===== src/hdl/sfp_pkg.sv =====
`timescale 1ns / 1ps
`default_nettype none

package sfp_pkg;

  // frame layout and check values
  localparam logic [15:0] FrameHeader   = 16'h55AA;
  localparam logic [15:0] FrameLength   = 16'd23;
  localparam logic [7:0]  StatusCommand = 8'h02;
  localparam logic [15:0] CrcInit       = 16'hFFFF;
  localparam logic [15:0] CrcPoly       = 16'hA001;

  localparam int PosWidth     = 5;
  localparam int OutDataWidth = 136;

  // byte positions inside the frame
  localparam logic [PosWidth-1:0] PosHeaderFirst  = 5'd0;
  localparam logic [PosWidth-1:0] PosHeaderLast   = 5'd1;
  localparam logic [PosWidth-1:0] PosLengthFirst  = 5'd2;
  localparam logic [PosWidth-1:0] PosLengthLast   = 5'd3;
  localparam logic [PosWidth-1:0] PosCommand      = 5'd4;
  localparam logic [PosWidth-1:0] PosLSpeedFirst  = 5'd5;
  localparam logic [PosWidth-1:0] PosLSpeedLast   = 5'd8;
  localparam logic [PosWidth-1:0] PosRSpeedFirst  = 5'd9;
  localparam logic [PosWidth-1:0] PosRSpeedLast   = 5'd12;
  localparam logic [PosWidth-1:0] PosLAngleFirst  = 5'd13;
  localparam logic [PosWidth-1:0] PosLAngleLast   = 5'd16;
  localparam logic [PosWidth-1:0] PosRAngleFirst  = 5'd17;
  localparam logic [PosWidth-1:0] PosRAngleLast   = 5'd20;
  localparam logic [PosWidth-1:0] PosCheckHigh    = 5'd21;
  localparam logic [PosWidth-1:0] PosCheckLow     = 5'd22;

  // result status codes
  typedef enum logic [2:0] {
    ST_OK         = 3'd0,
    ST_BAD_HEADER = 3'd1,
    ST_BAD_LENGTH = 3'd2,
    ST_BAD_CMD    = 3'd3,
    ST_BAD_CRC    = 3'd4
  } frame_status_t;

  // captured frame contents handed to the result stage
  typedef struct packed {
    logic [15:0] header;
    logic [15:0] length;
    logic [7:0]  command;
    logic [31:0] left_speed;
    logic [31:0] right_speed;
    logic [31:0] left_angle;
    logic [31:0] right_angle;
    logic [7:0]  check_high;
    logic [15:0] crc;
    logic        last_byte;
  } frame_fields_t;

  // crc-16/modbus update for one byte, reflected, lsb first
  function automatic logic [15:0] crc16_byte(input logic [15:0] crc, input logic [7:0] b);
    logic [15:0] c;
    c = crc ^ {8'h00, b};
    for (int i = 0; i < 8; i++) begin
      c = c[0] ? ((c >> 1) ^ CrcPoly) : (c >> 1);
    end
    return c;
  endfunction

endpackage

`default_nettype wire


===== src/hdl/status_frame_parser_crc16_top.sv =====
`timescale 1ns / 1ps
`default_nettype none

// channel   dir   ports                       contents
// in        in    in_tvalid/tready/tdata      one frame byte, data_byte [7:0]
// out       out   out_tvalid/tready/tdata     status and four values, one per frame
//
// one byte per cycle while in_tready is high; the crc update is combinational ahead of the crc
// register, and all field checks are combinational between the capture and output registers.
// a result appears in the cycle after the 23rd byte of a frame is taken.
// reset clears the byte position and the output valid, and sets the crc to its initial value.
// output stall only holds off the last byte of the next frame, others flow on.

module status_frame_parser_crc16_top (
  input  wire logic                          clk,
  input  wire logic                          rst_n,
  input  wire logic                          in_tvalid,
  output logic                               in_tready,
  input  wire logic [7:0]                    in_tdata,   // [7:0] data_byte
  output logic                               out_tvalid,
  input  wire logic                          out_tready,
  // [2:0] frame_status, [34:3] left_speed, [66:35] right_speed,
  // [98:67] left_angle, [130:99] right_angle, [135:131] zero
  output logic [sfp_pkg::OutDataWidth-1:0]   out_tdata
);

  sfp_pkg::frame_fields_t fields;
  logic slot_free;
  logic byte_accept;

  assign in_tready   = !fields.last_byte || slot_free;
  assign byte_accept = in_tvalid && in_tready;

  sfp_capture u_capture (
    .clk         (clk),
    .rst_n       (rst_n),
    .byte_accept (byte_accept),
    .data_byte   (in_tdata),
    .fields      (fields)
  );

  sfp_result u_result (
    .clk         (clk),
    .rst_n       (rst_n),
    .byte_accept (byte_accept),
    .data_byte   (in_tdata),
    .fields      (fields),
    .slot_free   (slot_free),
    .out_tvalid  (out_tvalid),
    .out_tready  (out_tready),
    .out_tdata   (out_tdata)
  );

endmodule

`default_nettype wire


===== src/hdl/sfp_capture.sv =====
`timescale 1ns / 1ps
`default_nettype none

module sfp_capture (
  input  wire logic                  clk,
  input  wire logic                  rst_n,
  input  wire logic                  byte_accept,
  input  wire logic [7:0]            data_byte,
  output sfp_pkg::frame_fields_t     fields
);

  logic [sfp_pkg::PosWidth-1:0] pos_r, pos_nxt;
  logic [15:0] crc_r, crc_nxt;
  logic [15:0] header_r, length_r;
  logic [7:0]  command_r, check_high_r;
  logic [31:0] lspeed_r, rspeed_r, langle_r, rangle_r;
  logic        last_byte;

  assign last_byte = (pos_r == sfp_pkg::PosCheckLow);

  // position counter and crc over bytes 2..20
  always_comb begin
    pos_nxt = last_byte ? '0 : pos_r + 1'b1;
    crc_nxt = crc_r;
    if (last_byte) begin
      crc_nxt = sfp_pkg::CrcInit;
    end else if (pos_r >= sfp_pkg::PosLengthFirst && pos_r <= sfp_pkg::PosRAngleLast) begin
      crc_nxt = sfp_pkg::crc16_byte(crc_r, data_byte);
    end
  end

  always_ff @(posedge clk) begin
    if (!rst_n) begin
      pos_r <= '0;
      crc_r <= sfp_pkg::CrcInit;
    end else if (byte_accept) begin
      pos_r <= pos_nxt;
      crc_r <= crc_nxt;
    end
  end

  // field shift registers, msb first
  always_ff @(posedge clk) begin
    if (byte_accept) begin
      case (pos_r) inside
        [sfp_pkg::PosHeaderFirst:sfp_pkg::PosHeaderLast]:
          header_r <= {header_r[7:0], data_byte};
        [sfp_pkg::PosLengthFirst:sfp_pkg::PosLengthLast]:
          length_r <= {length_r[7:0], data_byte};
        sfp_pkg::PosCommand:
          command_r <= data_byte;
        [sfp_pkg::PosLSpeedFirst:sfp_pkg::PosLSpeedLast]:
          lspeed_r <= {lspeed_r[23:0], data_byte};
        [sfp_pkg::PosRSpeedFirst:sfp_pkg::PosRSpeedLast]:
          rspeed_r <= {rspeed_r[23:0], data_byte};
        [sfp_pkg::PosLAngleFirst:sfp_pkg::PosLAngleLast]:
          langle_r <= {langle_r[23:0], data_byte};
        [sfp_pkg::PosRAngleFirst:sfp_pkg::PosRAngleLast]:
          rangle_r <= {rangle_r[23:0], data_byte};
        sfp_pkg::PosCheckHigh:
          check_high_r <= data_byte;
        default: ;
      endcase
    end
  end

  assign fields.header      = header_r;
  assign fields.length      = length_r;
  assign fields.command     = command_r;
  assign fields.left_speed  = lspeed_r;
  assign fields.right_speed = rspeed_r;
  assign fields.left_angle  = langle_r;
  assign fields.right_angle = rangle_r;
  assign fields.check_high  = check_high_r;
  assign fields.crc         = crc_r;
  assign fields.last_byte   = last_byte;

endmodule

`default_nettype wire


===== src/hdl/sfp_result.sv =====
`timescale 1ns / 1ps
`default_nettype none

module sfp_result (
  input  wire logic                                clk,
  input  wire logic                                rst_n,
  input  wire logic                                byte_accept,
  input  wire logic [7:0]                          data_byte,
  input  sfp_pkg::frame_fields_t                   fields,
  output logic                                     slot_free,
  output logic                                     out_tvalid,
  input  wire logic                                out_tready,
  output logic [sfp_pkg::OutDataWidth-1:0]         out_tdata
);

  sfp_pkg::frame_status_t status;
  logic [15:0] received;
  logic [127:0] values;
  logic valid_r, valid_nxt;
  logic [sfp_pkg::OutDataWidth-1:0] data_r;
  logic load;

  // checks in priority order
  assign received = {fields.check_high, data_byte};
  always_comb begin
    if (fields.header != sfp_pkg::FrameHeader)       status = sfp_pkg::ST_BAD_HEADER;
    else if (fields.length != sfp_pkg::FrameLength)  status = sfp_pkg::ST_BAD_LENGTH;
    else if (fields.command != sfp_pkg::StatusCommand) status = sfp_pkg::ST_BAD_CMD;
    else if (received != fields.crc)                 status = sfp_pkg::ST_BAD_CRC;
    else                                             status = sfp_pkg::ST_OK;
  end

  // values only pass on a good frame
  assign values = (status == sfp_pkg::ST_OK) ?
                  {fields.right_angle, fields.left_angle, fields.right_speed, fields.left_speed} :
                  '0;

  // output register
  assign slot_free = !valid_r || out_tready;
  assign load      = byte_accept && fields.last_byte;

  always_comb begin
    valid_nxt = valid_r;
    if (load)            valid_nxt = 1'b1;
    else if (out_tready) valid_nxt = 1'b0;
  end

  always_ff @(posedge clk) begin
    if (!rst_n) valid_r <= 1'b0;
    else        valid_r <= valid_nxt;
  end

  always_ff @(posedge clk) begin
    if (load) data_r <= {5'b0, values, status};
  end

  assign out_tvalid = valid_r;
  assign out_tdata  = data_r;

endmodule

`default_nettype wire

===== config.mk =====
export PLATFORM = sky130hd
export DESIGN_NAME = status_frame_parser_crc16_top
export DESIGN_NICKNAME = d
export VERILOG_FILES = /design/src/hdl/sfp_pkg.sv /design/src/hdl/status_frame_parser_crc16_top.sv /design/src/hdl/sfp_capture.sv /design/src/hdl/sfp_result.sv
export SDC_FILE = /design/constraint.sdc
export NUM_CORES = 1
export LEC_CHECK = 0
export BUFFER_PORTS_ARGS = -buffer_cell sky130_fd_sc_hd__buf_2
export CAP_MARGIN = 5
export CORE_ASPECT_RATIO = 0.8
export CORE_MARGIN = 2
export CORE_UTILIZATION = 35
export CTS_BUF_LIST = sky130_fd_sc_hd__clkbuf_8 sky130_fd_sc_hd__clkbuf_16
export DETAILED_ROUTE_END_ITERATION = 10
export GPL_ROUTABILITY_DRIVEN = 0
export REMOVE_ABC_BUFFERS = 1
export SLEW_MARGIN = 10
export SYNTH_ARGS = -nofsm -noshare
export SYNTH_HDL_FRONTEND = slang
export SYNTH_HIERARCHICAL = 1
export SYNTH_SLANG_ARGS = --single-unit

===== constraint.sdc =====
create_clock -name clk -period 9.4 [get_ports clk]
set_input_delay 1.88 -clock clk [delete_from_list [all_inputs] [get_ports clk]]
set_output_delay 1.88 -clock clk [all_outputs]
set_load 0.03 [all_outputs]

# After elaboration in Yosys (flattened, before gate mapping)
# Cells that the tools add are included.
dict set report word_totals {
  inputBits 12
  register_bits 329
  out_inout_bits 138
  word_cells 91
}
dict set report op_classes {
  reduce_logical 25
  order_cmp 12
  muxes 17
  addsub 1
  eq_ne 7
  bitwise 16
}
# cell n
set ops {}
lappend ops {{$mux 16} 10}
lappend ops {{$not 2->3} 8}
lappend ops {{$ne 16x15->1 const B} 1}
lappend ops {{$ne 16x16->1} 1}
lappend ops {{$ne 16x5->1 const B} 1}
lappend ops {{$xor 16x8->16} 1}
lappend ops {{$mux 3} 4}
lappend ops {{$eq 5x5->1 const B} 2}
lappend ops {{$ge 5x4->1 const B} 2}
lappend ops {{$le 5x4->1 const B} 2}
lappend ops {{$le 5x5->1 const B} 2}
lappend ops {{$logic_and 1x1->1} 9}
lappend ops {{$reduce_and 9->1} 1}
lappend ops {{$ne 8x2->1 const B} 1}
lappend ops {{$reduce_and 8->1} 1}
lappend ops {{$not 1->1} 7}
lappend ops {{$reduce_and 7->1} 1}
lappend ops {{$reduce_and 6->1} 1}
lappend ops {{$add 5x1->5 const B} 1}
lappend ops {{$eq 5x3->1 const B} 1}
lappend ops {{$ge 5x1->1 const B} 1}
lappend ops {{$ge 5x2->1 const B} 1}
lappend ops {{$ge 5x3->1 const B} 1}
lappend ops {{$ge 5x5->1 const B} 1}
lappend ops {{other kinds (12)} 17}

# Logic depth before layout (Yosys ltp)
# Gate-level depths: netlist (run 1).
dict set report logic_depth {
  depth_word 19
  mapped_depth 14
  depth_no_buf 11
}

# By module
# Netlist (run 1), hierarchy kept.
# module seq_area_each_um2 area_per_inst_um2 cells_per_inst instances
set modules_own_cells {}
lappend modules_own_cells {sfp_capture 5705.5 6537.5 330 1}
lappend modules_own_cells {sfp_result 3953.8 5356.4 338 1}
lappend modules_own_cells {status_frame_parser_crc16_top 0.0 22.5 2 1}

# Worst setup path before layout (run 1)
# No wires, ideal clock.
dict set report synth_timing {
  path_kind {input -> register}
  from {input out_tready}
  to {register u_capture.lspeed_r[0] (enable)}
  path_slack_ns 3.911
  n_path_buf 1
  required_ns 8.939
  arrival_time_ns 5.028
  setup_ns 0.461
  cell_stages 6
  path_cell_list {nand2b_1 > nand2b_4 > and2_4 > clkbuf_1 > o31ai_1 > nor3_1}
}
dict set report synth_between {
  elab_chain_len 4
}
# item line
set synth_lines {}
lappend synth_lines {{start: declaration} status_frame_parser_crc16_top.sv:21} ;# input wire logic out_tready,
lappend synth_lines {{$logic_or 1x1->1} sfp_result.sv:39} ;# assign slot_free = !valid_r || out_tready;
lappend synth_lines {{$logic_or 1x1->1} status_frame_parser_crc16_top.sv:31} ;# assign in_tready = !fields.last_byte || slot_free;
lappend synth_lines {{via in_tready} status_frame_parser_crc16_top.sv:18} ;# output logic in_tready,
lappend synth_lines {{$logic_and 1x1->1} status_frame_parser_crc16_top.sv:32} ;# assign byte_accept = in_tvalid && in_tready;
lappend synth_lines {{via byte_accept} status_frame_parser_crc16_top.sv:29} ;# logic byte_accept;
lappend synth_lines {{$reduce_and 5->1 (no source line)} -}
lappend synth_lines {{end signal: assignment} sfp_capture.sv:53} ;# lspeed_r <= {lspeed_r[23:0], data_byte};
lappend synth_lines {{end: declaration} sfp_capture.sv:16} ;# logic [31:0] lspeed_r, rspeed_r, langle_r, rangle_r;
# The timed path passes the listed nets, and every way through them passes these cells.
# A chain may end at the register's enable or synchronous reset.

# Worst setup path after layout (run 1)
dict set report layout_timing {
  from {input out_tready}
  to {output in_tready}
}
dict set report layout_between {
  elab_chain_len 2
}
# item line
set layout_lines {}
lappend layout_lines {{$logic_or 1x1->1} sfp_result.sv:39}
lappend layout_lines {{via slot_free} status_frame_parser_crc16_top.sv:28} ;# logic slot_free;
lappend layout_lines {{$logic_or 1x1->1} status_frame_parser_crc16_top.sv:31}
lappend layout_lines {{end: declaration} status_frame_parser_crc16_top.sv:18}
# The timed path passes the listed nets, and every way through them passes these cells.

==> results of run 1 <==
[worst max-delay path by stage]
stage                      from                                    end  slack, ns  depth (start not counted)
floorplan           in_tdata[5]  u_result/out_tdata[100]$_SDFFCE_PP0P_       3.35                          4
global placement     out_tready   u_result/out_tdata[16]$_SDFFCE_PP0P_       5.09                          7
detailed placement   out_tready   u_result/out_tdata[16]$_SDFFCE_PP0P_       5.03                          7
CTS                  out_tready                              in_tready       5.09                          4
global route         out_tready                              in_tready       5.07                          4
finish               out_tready                              in_tready       5.09                          4
[power by group through the flow]
stage / clock network [mW] / logic [mW] / registers, mW
6_report: 1.39 / 0.0765 / 1.61
5_1_grt: 1.50 / 0.0850 / 1.61
4_1_cts: 1.44 / 0.0776 / 1.61
3_5_place_dp: 0 / 0.0773 / 1.64
3_3_place_gp: 0 / 0.0766 / 1.64
2_1_floorplan: 0 / 0.0526 / 1.64
[logic make-up after synthesis]
| group | synth area share |
|---|---|
| flip-flops | 0.8106 |
| AND/OR/NAND/NOR | 0.1065 |
| buffers and inverters | 0.02688 |
| XOR/XNOR | 0.03287 |
| AO/OA/AOI/OAI | 0.01785 |
| adder cells (fa/ha/maj) | 0.004200 |
| other | 0.0003147 |
| multiplexers | 0.0008400 |
[cells in the final DEF (no fill, tap or decap), types with 2 or more instances in the layout]
cell type	synthesis	layout
nor3_1	3	2
nor2_1	15	14
a21boi_0	2	2
edfxtp_1	307	307
o22ai_1	11	11
nor4_1	2	2
inv_1	5	13
dfxtp_1	22	22
o21ai_0	7	7
clkbuf_16	0	37
a21oi_1	4	3
and4bb_1	3	3
buf_2	16	144
clkinv_1	0	8
inv_6	0	2
nand3_1	6	6
nand2_1	23	23
o31ai_1	2	2
xor2_1	8	8
and3_1	130	129
ha_1	4	4
buf_4	8	7
nor4b_1	3	3
conb_1	1	5
bufinv_16	0	5
nor2b_1	3	3
nand4_1	9	9
clkinv_2	0	3
xnor2_1	33	33
[critical path, cell delays in order]
cell	delay, ns
buf_2	0.09
nand2b_1	0.14
nand2b_4	0.14
buf_2	0.17
[state kept, by name (all words and copies together) (netlist names)]
name	flops
u_capture/header_r	16
u_capture/rspeed_r	32
u_result/out_tdata	131
u_capture/check_high_r	8
u_capture/length_r	16
u_capture/command_r	8
u_capture/rangle_r	32
u_capture/langle_r	32
u_capture/lspeed_r	32
u_capture/pos_r	5
u_result/out_tvalid	1
u_capture/crc_r	16
[metal layers]
layer | global-route usage | share of wire | vias up
li1 | - | - | 2850
met1 | 0.1794 | 0.48 | 2902
met2 | 0.1936 | 0.44 | 132
met3 | 0.03117 | 0.053 | 50
met4 | 0.04749 | 0.027 | 0
met5 | 0 | 0 | -
[final cells by class]
cell class | instances | area share
flip-flops and latches | 329 | 0.6823
inverters | 5 | 0.001679
well taps | 434 | 0.03836
multi-input cells | 295 | 0.1408
clock buffers | 37 | 0.06541
repair buffers | 151 | 0.05462
clock inverters | 26 | 0.01679
==> results.py, run 1 <==
metrics = {
    "status": {
        "status": "complete, no violations",
    },
    "sta": {
        "setup_violations": 0,
        "final_max_slew_viol_count": 0,
        "hold_violations": 0,
        "max-slew-margin-rel": 0.2309,
        "layout_setup_ws_ns": 5.094,
        "grt_setup_unrepaired": "no",
        "fmax_mhz": 232.2,
        "worst_pin_slew_ns": 1.151,
        "whs_ns": 0.4359,
        "fin_crit_sh": 0.4581,
        "fin_setup_tns_ns": 0,
        "clock_skew_ns": 0.01659,
        "fin_crit_ns": 4.306,
    },
    "die": {
        "io_pins": 150,
        "fp.dieW_um": 210.3,
        "fp.coreArea_um2": 33560,
        "design.die.area_um2": 35550,
        "die_y_um": 169.0,
        "start_util": 0.3551,
        "num_rows": 60,
    },
    "logic_synthesis": {
        "syn-cell-area_um2": 11920,
        "yosys-top-cells-count": "edfxtp_1, and3_1, xnor2_1, nand2_1, dfxtp_1",
        "synth-async-reset-ratio": 0,
        "yosysMostFrequentCell": "edfxtp_1",
        "syn_inst": 670,
        "synth_warnings": 6,
        "synth_edf_count": 307,
        "synth_area_leaders": "edfxtp_1, and3_1, dfxtp_1",
        "synth-seq-area-share": 0.8106,
        "synth.largest_area_cell": "edfxtp_1",
        "syn_area_per_cell_um2": 17.79,
        "netlist.area_leader.share": 0.7736,
        "ys.flop_type": "edfxtp_1",
        "ys_ff_latch": 329,
        "ys_types": 49,
    },
    "setup_path": {
        "reg2reg_depth": 9,
        "reg2reg_slack_ns": 5.81,
        "cp.required_ns": 7.52,
        "cp-end-kind": "primary output",
        "crit_fanout": 2,
        "r2r-end": "u_result/out_tdata[116]$_SDFFCE_PP0P_",
        "arrival_ns": 2.43,
        "path_class": "in -> out",
        "regToRegStartpoint": "u_capture/pos_r[0]$_SDFFE_PN0P_",
        "crit_path_start_kind": "primary input",
    },
    "global_route": {
        "antenna_found_initial": 1,
        "grt.overflow.total": 0,
        "grtUsageTotal": 0.1279,
        "grt_pass1_vias": 6043,
        "grt_max_degree": 91,
        "grt_pass1_wl_mm": 34.85,
    },
    "place": {
        "pre_cts_slack_ns": 5.028,
        "io_buffers": 144,
        "post_dp_cell_area_um2": 12990,
        "placed_cells": 1214,
        "place_hpwl_mm": 12.71,
    },
    "pwr": {
        "power_frac_comb": 0.025,
        "p_int_mw": 2.472,
        "total_power_mw": 3.078,
        "powerDensity_nw_per_um2": 217.5,
        "power_frac_clock": 0.453,
        "p_sw_mw": 0.6060,
        "seqPwrFrac": 0.522,
        "switching_share": 0.1969,
        "peakVddDrop_v": 0.0001032,
        "total_leakage_power_nw": 5.907,
    },
    "route": {
        "avgViaCountPerCell": 4.647,
        "drcViolationCount": 0,
        "vias": 5934,
        "first_pass_iters": 4,
        "wl_mm": 22.38,
        "drtIter0Drc": 372,
        "routedWlPerCell_um": 17.53,
        "ant_nets": 0,
    },
    "cts": {
        "ctsLongestPathBuffers": 3,
        "numCtsBuffers": 35,
        "cts_tree": "yes",
        "clk_pin_slew_ns": 0.05,
        "ctsHoldBuffers": 0,
        "htreeDepth": 2,
        "clkSinkCount": 329,
        "clock_latency_ns": 0.52,
        "post_cts_buffers": 0,
        "ctsResizeCount": 0,
        "root_buffer": "clkbuf_16",
    },
    "finish": {
        "multiInputGateArea_um2": 1993,
        "final_cells": 1277,
        "fillers": 2976,
        "drive_above_1_share": 0.2515,
        "fin_nets": 833,
        "area_growth_pct": 18.79,
        "seq_area_um2": 9659,
        "fin_area_um2": 14160,
        "fin_util": 0.4218,
        "diodes": 0,
    },
    "min_path": {
        "hold_end": "u_capture/langle_r[13]$_DFFE_PP_",
        "hp-start": "u_capture/langle_r[5]$_DFFE_PP_",
        "whs_path_depth": 0,
        "hold_class": "reg -> reg",
    },
    "run": {
        "drv_cap": 0,
    },
}
(Power assumes the default switching activity.)
==> run 2, diff against run 1 <==
==> constraint.sdc (replaced) <==
create_clock -name clk -period 4.1 [get_ports clk]
set_input_delay 0.82 -clock clk [delete_from_list [all_inputs] [get_ports clk]]
set_output_delay 0.82 -clock clk [all_outputs]
set_load 0.03 [all_outputs]
==> results.py, run 2 (synthesis gave the netlist of run 1 again) <==
metrics = {
    "cts": {
        "clock_latency_ns": 0.50,
        "ctsResizeCount": 0,
        "cts_tree": "yes",
        "post_cts_buffers": 0,
        "ctsHoldBuffers": 0,
        "ctsLongestPathBuffers": 3,
        "numCtsBuffers": 36,
        "clkSinkCount": 329,
        "clk_pin_slew_ns": 0.06,
        "htreeDepth": 2,
        "root_buffer": "clkbuf_16",
    },
    "route": {
        "wl_mm": 22.23,
        "drtIter0Drc": 528,
        "vias": 6012,
        "routedWlPerCell_um": 17.42,
        "ant_nets": 0,
        "avgViaCountPerCell": 4.712,
        "first_pass_iters": 5,
        "drcViolationCount": 0,
    },
    "setup_path": {
        "reg2reg_slack_ns": 0.99,
        "path_class": "reg -> reg",
        "cp.required_ns": 4.28,
        "cp-end-kind": "register",
        "reg2reg_depth": 9,
        "arrival_ns": 3.30,
        "crit_path_start_kind": "register",
        "crit_fanout": 19,
    },
    "finish": {
        "fin_area_um2": 14110,
        "drive_above_1_share": 0.2565,
        "final_common_cell": "edfxtp_1",
        "fin_util": 0.4204,
        "fin_nets": 837,
        "area_growth_pct": 18.37,
        "diodes": 0,
        "largest_register_ffs": 131,
        "layout_common_cells": "edfxtp_1, buf_2, and3_1",
    },
    "die": {
        "fp.coreArea_um2": 33560,
        "io_pins": 150,
        "design.die.area_um2": 35550,
        "num_rows": 60,
        "die_y_um": 169.0,
        "start_util": 0.3551,
        "fp.dieW_um": 210.3,
    },
    "min_path": {
        "whs_path_depth": 0,
        "hold_class": "reg -> reg",
    },
    "sta": {
        "setup_violations": 0,
        "fin_crit_sh": 0.7597,
        "worst_pin_slew_ns": 0.8206,
        "fmax_mhz": 321.1,
        "max-slew-margin-rel": 0.4530,
        "hold_violations": 0,
        "fin_crit_ns": 3.115,
        "clock_skew_ns": 0.01529,
        "layout_setup_ws_ns": 0.9854,
        "final_max_slew_viol_count": 0,
        "grt_setup_unrepaired": "no",
    },
    "pwr": {
        "total_leakage_power_nw": 5.881,
        "peakVddDrop_v": 0.0002271,
        "powerDensity_nw_per_um2": 481.1,
    },
    "place": {
        "pre_cts_slack_ns": 0.9897,
        "io_buffers": 144,
        "post_dp_cell_area_um2": 13040,
        "place_hpwl_mm": 12.74,
    },
    "global_route": {
        "grt.overflow.total": 0,
        "grt_max_degree": 130,
        "grt_pass1_vias": 6081,
        "grtUsageTotal": 0.1253,
        "antenna_found_initial": 1,
        "grt_pass1_wl_mm": 34.35,
    },
    "run": {
        "drv_cap": 0,
    },
    "status": {
        "status": "complete, no violations",
    },
}
-- run 2: cell count changes in the layout (fill, tap and decap cells not counted), sizes merged --
cell / delta
bufinv: -4
buf: +3
inv: -3
clkbuf: +2
clkinv: +1
-- run 2: final timing paths --
check                                   from                          endpoint
max          u_capture/pos_r[0]$_SDFFE_PN0P_  u_capture/langle_r[26]$_DFFE_PP_
min          u_capture/rangle_r[3]$_DFFE_PP_  u_capture/rangle_r[11]$_DFFE_PP_
max reg2reg  u_capture/pos_r[0]$_SDFFE_PN0P_  u_capture/langle_r[26]$_DFFE_PP_
min reg2reg  u_capture/rangle_r[3]$_DFFE_PP_  u_capture/rangle_r[11]$_DFFE_PP_
-- run 2: cell type report --
cell class / count / area [um2]
fill: 3011 / 19450
sequential: 329 / 9659
multi-input combinational: 295 / 1991
clock buffer: 39 / 953.4
timing repair buffer: 154 / 820.8
tap: 434 / 543.0
clock inverter: 20 / 115.1
inverter: 5 / 23.77
-- run 2: through the flow --
step | TNS [ns] | cells | power, mW | hold WS (ns)
floorplan | -178.51 | 629 | 3.871 | 0.4168
global placement | 0 | 1217 | 3.934 | 0.4197
detailed placement | 0 | 1217 | 3.936 | 0.4244
CTS | 0 | 1276 | 6.907 | 0.4369
global route | 0 | 1276 | 7.050 | 0.4416
finish | 0 | 1276 | 6.786 | 0.4361
-- run 2: where the power goes --
group          switching [mW]  internal [mW]  total, mW
Clock                    1.20           1.72       2.92
Sequential             0.0232           3.66       3.69
Combinational           0.110         0.0660      0.176
-- run 2: critical path, cell delays in order, from the launching register on --
cell,delay (ns)
dfxtp_1,0.52
inv_1,0.16
ha_1,0.27
nor2b_1,0.15
a2111oi_0,0.36
nor2_1,0.08
a21oi_1,0.14
o31ai_1,0.15
a21oi_4,0.61
buf_4,0.35
-- run 2: per-layer routing --
| metal | track usage | part of all wire | up-vias |
|---|---|---|---|
| met3 | 0.02857 | 0.059 | 42 |
| met1 | 0.1796 | 0.47 | 2955 |
| met4 | 0.03885 | 0.022 | 0 |
| li1 | - | - | 2850 |
| met2 | 0.1902 | 0.45 | 165 |
| met5 | 0 | 0 | - |
